===== src/hdl/wto_pkg.sv =====
`default_nettype none

package wto_pkg;

  // input beat modes
  localparam logic [1:0] MODE_WRITE = 2'd0;
  localparam logic [1:0] MODE_NEXT  = 2'd1;
  localparam logic [1:0] MODE_AT    = 2'd2;
  localparam logic [1:0] MODE_CLEAR = 2'd3;

  // interpolation fraction taken from just below the binary point
  localparam int FRAC_BITS = 16;

  typedef enum logic [2:0] {
    ST_IDLE,
    ST_MUL,
    ST_RD1,
    ST_RD2,
    ST_DIFF,
    ST_OUT
  } wto_state_t;

  typedef struct packed {
    logic load_v1;
    logic load_prod;
  } interp_ctl_t;

endpackage

`default_nettype wire


===== src/hdl/wto_interp.sv =====
`default_nettype none

module wto_interp #(
  parameter int SAMPLE_BITS = 16
) (
  input  wire logic                             clk,
  input  wire wto_pkg::interp_ctl_t             ctl,
  input  wire logic [SAMPLE_BITS-1:0]           rd_data,
  input  wire logic [wto_pkg::FRAC_BITS-1:0]    frac,
  output logic signed [SAMPLE_BITS-1:0]         sample
);

  localparam int PW = SAMPLE_BITS + wto_pkg::FRAC_BITS + 2;

  logic signed [SAMPLE_BITS-1:0] v1_r;
  logic signed [PW-1:0]          p_r;
  logic signed [SAMPLE_BITS:0]   diff;
  logic signed [wto_pkg::FRAC_BITS:0] frac_s;
  logic signed [PW-1:0]          p_nxt;
  logic signed [PW-1:0]          step;

  assign diff   = $signed({rd_data[SAMPLE_BITS-1], rd_data})
                - $signed({v1_r[SAMPLE_BITS-1], v1_r});
  assign frac_s = $signed({1'b0, frac});
  assign p_nxt  = PW'(diff) * PW'(frac_s);

  always_ff @(posedge clk) begin
    if (ctl.load_v1) begin
      v1_r <= $signed(rd_data);
    end
    if (ctl.load_prod) begin
      p_r <= p_nxt;
    end
  end

  // arithmetic shift floors the step; result stays between the two entries
  assign step   = p_r >>> wto_pkg::FRAC_BITS;
  assign sample = v1_r + step[SAMPLE_BITS-1:0];

endmodule

`default_nettype wire

===== config.mk =====
export PLATFORM = sky130hd
export DESIGN_NAME = wto_interp
export DESIGN_NICKNAME = d
export VERILOG_FILES = /design/src/hdl/wto_pkg.sv /design/src/hdl/wto_interp.sv
export SDC_FILE = /design/constraint.sdc
export NUM_CORES = 1
export LEC_CHECK = 0
export BUFFER_PORTS_ARGS = -buffer_cell sky130_fd_sc_hd__buf_2
export CAP_MARGIN = 40
export CORE_MARGIN = 2
export CORE_UTILIZATION = 30
export DETAILED_ROUTE_END_ITERATION = 6
export PLACE_DENSITY = 0.56
export SYNTH_ARGS = -nofsm -noshare
export SYNTH_HDL_FRONTEND = slang
export SYNTH_SLANG_ARGS = --single-unit

===== constraint.sdc =====
create_clock -name clk -period 8.9 [get_ports clk]
set_input_delay 1.335 -clock clk [delete_from_list [all_inputs] [get_ports clk]]
set_output_delay 1.335 -clock clk [all_outputs]
set_load 0.03 [all_outputs]

==> results.txt, run 1 <==
Max Freq = 116 MHz
Ports = 51
Initial antenna violation count = 1
Global-route wire length before repair = 53.8 mm
Most used DFF post-synth = edfxtp_1
FF-to-FF Start = v1_r[0]
R2R Setup Slk = 1.06 ns
Layout Nets = 1986
MaxCap Viol Count = 0
Die ar. = 0.0448 mm^2
Critical Path Max Stage Delay = 0.56 ns
Utilization after layout = 34.5%
Critical path required time = 8.93 ns
Buffers from clock root to sink, at most = 2
Metal-1 WL = 13.8 mm
Cell Area, Synth = 0.0129 mm^2
Grt ovf = 0
Placer's final routability congestion estimate = 0.850
Yosys reg bits = 32
Number of port buffers = 50
Vias in the first global route = 10700
Startpoint types = primary input
Seq/Total Area, Yosys = 7.43%
CP bufs+invs = 6
Setup Viol. Count Final = 0
Worst r2r dst = p_r[30]
Setup WS pre-CTS = -0.473 ns
Avg Cell Area, Syn = 8.73 um^2
HP Class = primary input to register
FF-to-FF path depth = 29
Worst-Skew Late Latency = 0.28 ns
Post-route clock period utilization = 96.7%
Pre-Repair DR Iteration Count = 5
DRT antenna net count = 0
Iteration-0 DRC Markers = 444
Yosys warns = 0
Mapped Cells = 1482
Total CTS buffers = 5
DR WL met2 = 16.8 mm
Final setup TNS = 0 ns
Worst Max-Slew Pin Slew = 0.867 ns
Fraction of final layout cells sized beyond drive strength 1 = 12.8%
Via-to-Cell Ratio = 4.62
Drt drc = 0
Ranking of synthesized cells by area = fa_1, ha_1, inv_1, edfxtp_1, nand2_1
Slew HR = 40.7%
Chip Width = 212 um
Final HPWL DP = 26.8 mm
Largest net degree at the start of global routing = 29
Slowest-stage cell, CP = fa_1
Per-cell routed wire length = 15.1 um
Row count = 76
Syn Nets = 1893
Worst Hold Launch = rd_data[2]
Clock Pin Slew Worst Setup and Hold Paths = 0.05 ns
Post-synth ARST share = 0%
Clk sinks = 32
Status = completed
Top routing layer in use = met4
Crit. End Element = register
Crit path max fanout = 5
Crit-path most repeated cell = fa_1
Starting Density = 30.2%
TritonCTS clock tree = built
Hold Crit Depth = 1
Ant diodes = 0
Hold Fails Final Rpt = 0
Root buf cell = clkbuf_16
Die height = 212 um
Post-synth top area cell = fa_1
Max Slew Vio Count = 0
Met3 routed WL = 959 um
Setup CP Type = primary input to register
Distinct cells, synth = 59
Final wirelength = 32.1 mm
Vias = 9810
Critical path arrival = 8.64 ns
DP Area = 0.0143 mm^2
Clock skew = 0.00633 ns
H-Tree Depth = 2
Hold Path End = v1_r[2]
Cell family with most CP delay = adder cells
Core box area = 0.0428 mm^2
Post-Layout Inst Area = 0.0147 mm^2
Total track usage = 15.0%
Layout area overhead = 14.0%
Post-synth EDFFs = 32
Yosys top cell area share = 40.2%
Min cycle time layout = 8.61 ns
Final WS setup = 0.292 ns
synthesized netlist by cell type (all sizes together), types with 9 or more instances:
library cell,n
a21oi,48
and2,104
clkbuf,57
edfxtp,32
fa,260
ha,116
inv,358
nand2,177
nand2b,14
nand3,40
nor2,32
nor2b,39
nor3,11
o211a,10
o211ai,9
o21ai,40
xnor2,42
xor2,20
layout make-up:
cell class / instances / area (um^2)
clock buffers: 7 / 133
clock inverters: 1 / 3.75
fillers: 4418 / 28000
inverters: 358 / 1340
multi-input cells: 1029 / 10600
flip-flops and latches: 32 / 961
well taps: 546 / 683
repair buffers: 149 / 1030
placed cells by master (no fill, tap or decap), types with 14 or more instances in the layout:
master / count
xor2_1: 17
buf_2: 50
nor2b_1: 38
nand3_1: 40
edfxtp_1: 32
a21oi_1: 40
o21ai_0: 35
and2_1: 102
nand2b_1: 14
xnor2_1: 41
ha_1: 111
buf_4: 93
nand2_1: 174
fa_1: 255
inv_1: 356
nor2_1: 32
kinds of logic after synthesis:
kind of cell | after synthesis | share of synthesized area, %
AO/OA/AOI/OAI | 152 | 7.61
XOR/XNOR | 62 | 4.40
adder cells (fa/ha/maj) | 376 | 51.5
buffers and inverters | 421 | 12.3
flip-flops | 32 | 7.43
AND/OR/NAND/NOR | 439 | 16.8
registers in the layout, indices dropped and copies added, names as in the netlist:
signal,flops
p_r,16
v1_r,16
routing by layer:
metal / vias to the layer above / track usage [%]
met2: 151 / 28.4
li1: 4661 / -
met1: 4967 / 18.6
met3: 31 / 1.34
met5: - / 0
met4: 0 / 2.99
repair_timing:
item                                   in CTS  in global routing
setup endpoints to repair                   5                  8
setup buffers                               0                  8
hold buffers                                0                  0
endpoints found under the hold margin       0                  0
gates cloned                                0                  1
resized for setup                           2                 47
pin swaps                                   0                 36
metrics by stage:
stage | cells | hold WS (ns)
after floorplan | 1482 | 1.07
after detailed placement | 2105 | 1.29
final | 2122 | 1.25
after global placement | 2105 | 1.25
after global routing | 2122 | 1.25
after CTS | 2113 | 1.24
how the worst max path moves through the flow:
stage	end	depth (start not counted)	slack, ns	start
2_1_floorplan	p_r[30]	28	0.29	rd_data[0]
3_3_place_gp	p_r[31]	31	-0.25	rd_data[0]
3_5_place_dp	p_r[31]	31	-0.47	rd_data[0]
4_1_cts	p_r[31]	31	0.01	rd_data[0]
5_1_grt	p_r[30]	31	-0.07	rd_data[0]
6_report	p_r[30]	31	0.29	rd_data[0]
Power of run 1 is left out: the tool's default activity adds up to more than one toggle a clock period on the data nets, which glitch-free logic cannot reach.
==> run 2, diff against run 1 <==
ABC_AREA = 1   (was unset)
==> run 2 against run 1 <==
Effect of this change: first-iteration DRC count increased by 69%; cell count grew 7.3%; cell area shrank 3.8%; wire length rose by 22%; clock skew rose by 0.0024 ns; largest cell class unchanged.
==> results.txt, run 2 <==
Status = completed
Yosys warns = 0 (unchanged)
Worst Max-Slew Pin Slew = 0.736 ns (-0.132 ns)
Number of port buffers = 50 (unchanged)
Setup Viol. Count Final = 0 (unchanged)
Core box area = 0.0430 mm^2 (+0.44%)
Worst-Skew Late Latency = 0.29 ns (about the same)
Final setup TNS = 0 ns (unchanged)
Largest net degree at the start of global routing = 19 (-34%)
Via-to-Cell Ratio = 4.69 (+1.5%)
MaxCap Viol Count = 0 (unchanged)
Ports = 51 (unchanged)
Ranking of synthesized cells by area = fa_1, inv_1, ha_1, nand2_1, edfxtp_1
Slew HR = 50.7% (+10 points)
Top-count cell post-synth = inv_1
Die height = 213 um (+0.48%)
Root buf cell = clkbuf_16
Reg area = 961 um^2 (unchanged)
Seq/Total Area, Yosys = 7.36% (-0.072 points)
Commonest cells in the netlist = inv_1, nand2_1, fa_1
Die ar. = 0.0452 mm^2 (+0.96%)
Clock Pin Slew Worst Setup and Hold Paths = 0.06 ns (about the same)
Most used DFF post-synth = edfxtp_1
Setup bufs post-CTS = 0 (unchanged)
Most frequent cells in the layout = inv_1, nand2_1, fa_1
Max Freq = 118 MHz (+1.8%)
Min cycle time layout = 8.45 ns (-0.154 ns)
Final wirelength = 39.2 mm (+22%)
HP Class = primary input to register
Hold Fails Final Rpt = 0 (unchanged)
Drt drc = 0 (unchanged)
Yosys reg bits = 32 (unchanged)
Clock skew = 0.00873 ns (+0.00240 ns)
Regs by FF count = p_r: 16 flops, v1_r: 16 flops
Per-cell routed wire length = 17.2 um (+14%)
Post-synth ARST share = 0% (unchanged)
Critical path required time = 8.92 ns (about the same)
Iteration-0 DRC Markers = 752 (+69%)
Distinct cells, synth = 48 (-19%)
Filler instances = 4664 (+5.6%)
Buffers from clock root to sink, at most = 2 (unchanged)
Fraction of final layout cells sized beyond drive strength 1 = 6.39% (-6.4 points)
Ant diodes = 0 (unchanged)
Area of the multi-input gates = 0.0102 mm^2 (-3.2%)
Commonest non-fill, non-tap cell in the layout = inv_1
Avg Cell Area, Syn = 7.95 um^2 (-8.9%)
Hold Slack = 1.24 ns (-0.00640 ns)
RSZ-0062 raised after global routing = false
DRT antenna net count = 0 (unchanged)
Chip Width = 213 um (+0.48%)
Vias = 10700 (+8.8%)
Pre-Repair DR Iteration Count = 5 (unchanged)
Global-route wire length before repair = 61.5 mm (+14%)
Startpoint types = primary input
Clk sinks = 32 (unchanged)
Utilization after layout = 33.0% (-1.5 points)
Final HPWL DP = 34.1 mm (+27%)
Placer's final routability congestion estimate = 0.911 (+7.2%)
Post-synth EDFFs = 32 (unchanged)
Crit. End Element = register
Initial antenna violation count = 0 (-1)
Cell Area, Synth = 0.0131 mm^2 (+0.98%)
Post-route clock period utilization = 95.0% (-1.7 points)
H-Tree Depth = 2 (unchanged)
Syn Nets = 2053 (+8.5%)
Starting Density = 30.4% (+0.16 points)
Total track usage = 17.9% (+2.9 points)
Row count = 76 (unchanged)
Grt ovf = 0 (unchanged)
Vias in the first global route = 11200 (+4.8%)
Total CTS buffers = 5 (unchanged)
Yosys top cell area share = 39.9% (-0.39 points)
Crit path max fanout = 11 (+6)
Mapped Cells = 1642 (+11%)
Layout Nets = 2101 (+5.8%)
TritonCTS clock tree = built
Layout area overhead = 8.61%
Critical path arrival = 8.47 ns (-0.17 ns)
Setup CP Type = primary input to register
Max Slew Vio Count = 0 (unchanged)
Post-synth top area cell = fa_1
==> run 2: critical path, cell delays in order <==
cell and delay (ns):
buf_2 0.12, ha_1 0.31, or2_2 0.33, nand2_1 0.10, nor2_1 0.06, o21ai_0 0.27, nand2_1 0.13, or2_2 0.44
nand2_1 0.26, nor2_1 0.11, fa_1 0.54, inv_1 0.06, fa_1 0.53, fa_1 0.52, inv_1 0.06, fa_1 0.49
fa_1 0.49, inv_1 0.05, fa_1 0.49, inv_1 0.07, ha_1 0.38, a21oi_1 0.29, o21ai_0 0.17, a21oi_2 0.27
nand3_1 0.24, nand2_1 0.12, nand2_1 0.07, xor2_1 0.16
==> run 2: path summary, 6_finish.rpt <==
kind               startpoint        to  slack [ns]  cells after the start
setup / recovery   rd_data[3]   p_r[27]        0.45                     28
hold / removal    rd_data[10]  v1_r[10]        1.24                      1
setup reg to reg      v1_r[1]   p_r[27]        1.15                     28
hold reg to reg      v1_r[15]   p_r[31]        1.47                      8
==> run 2: area by class of cell <==
type	count	share of cell area [%]
clock buffers	5	0.882
clock inverters	3	0.265
inverters	452	12.0
multi-input cells	1131	72.2
flip-flops and latches	32	6.77
well taps	585	5.16
repair buffers	68	2.72
==> run 2: repair_timing <==
| item | 4_1_cts | 5_1_grt |
|---|---|---|
| setup endpoints to repair | 0 | 1 |
| hold buffers | 0 | 0 |
| resized for setup | 0 | 1 |
==> run 2: cell families after synthesis <==
group	after synthesis	synth area share (%)
XOR/XNOR	48	3.42
AO/OA/AOI/OAI	112	4.92
AND/OR/NAND/NOR	595	19.1
flip-flops	32	7.36
adder cells (fa/ha/maj)	376	51.0
buffers and inverters	479	14.2
==> run 2: per-stage QoR <==
stage,cells,area [um^2],setup WS [ns]
2_1_floorplan,1642,13100,1.40
3_3_place_gp,2268,14000,0.0582
3_5_place_dp,2268,14000,0.0851
4_1_cts,2276,14200,0.378
5_1_grt,2276,14200,0.00102
6_report,2276,14200,0.447
==> run 2: layer usage <==
metal  global-route usage, %  part of all wire, %  up-vias
met5                       0                    0        -
met2                    29.8                   46      325
met1                    24.4                   45     5335
met3                    3.16                  6.7       55
li1                        -                    -     4960
met4                    3.79                  2.2        0
Power of run 2 is left out for the same reason.
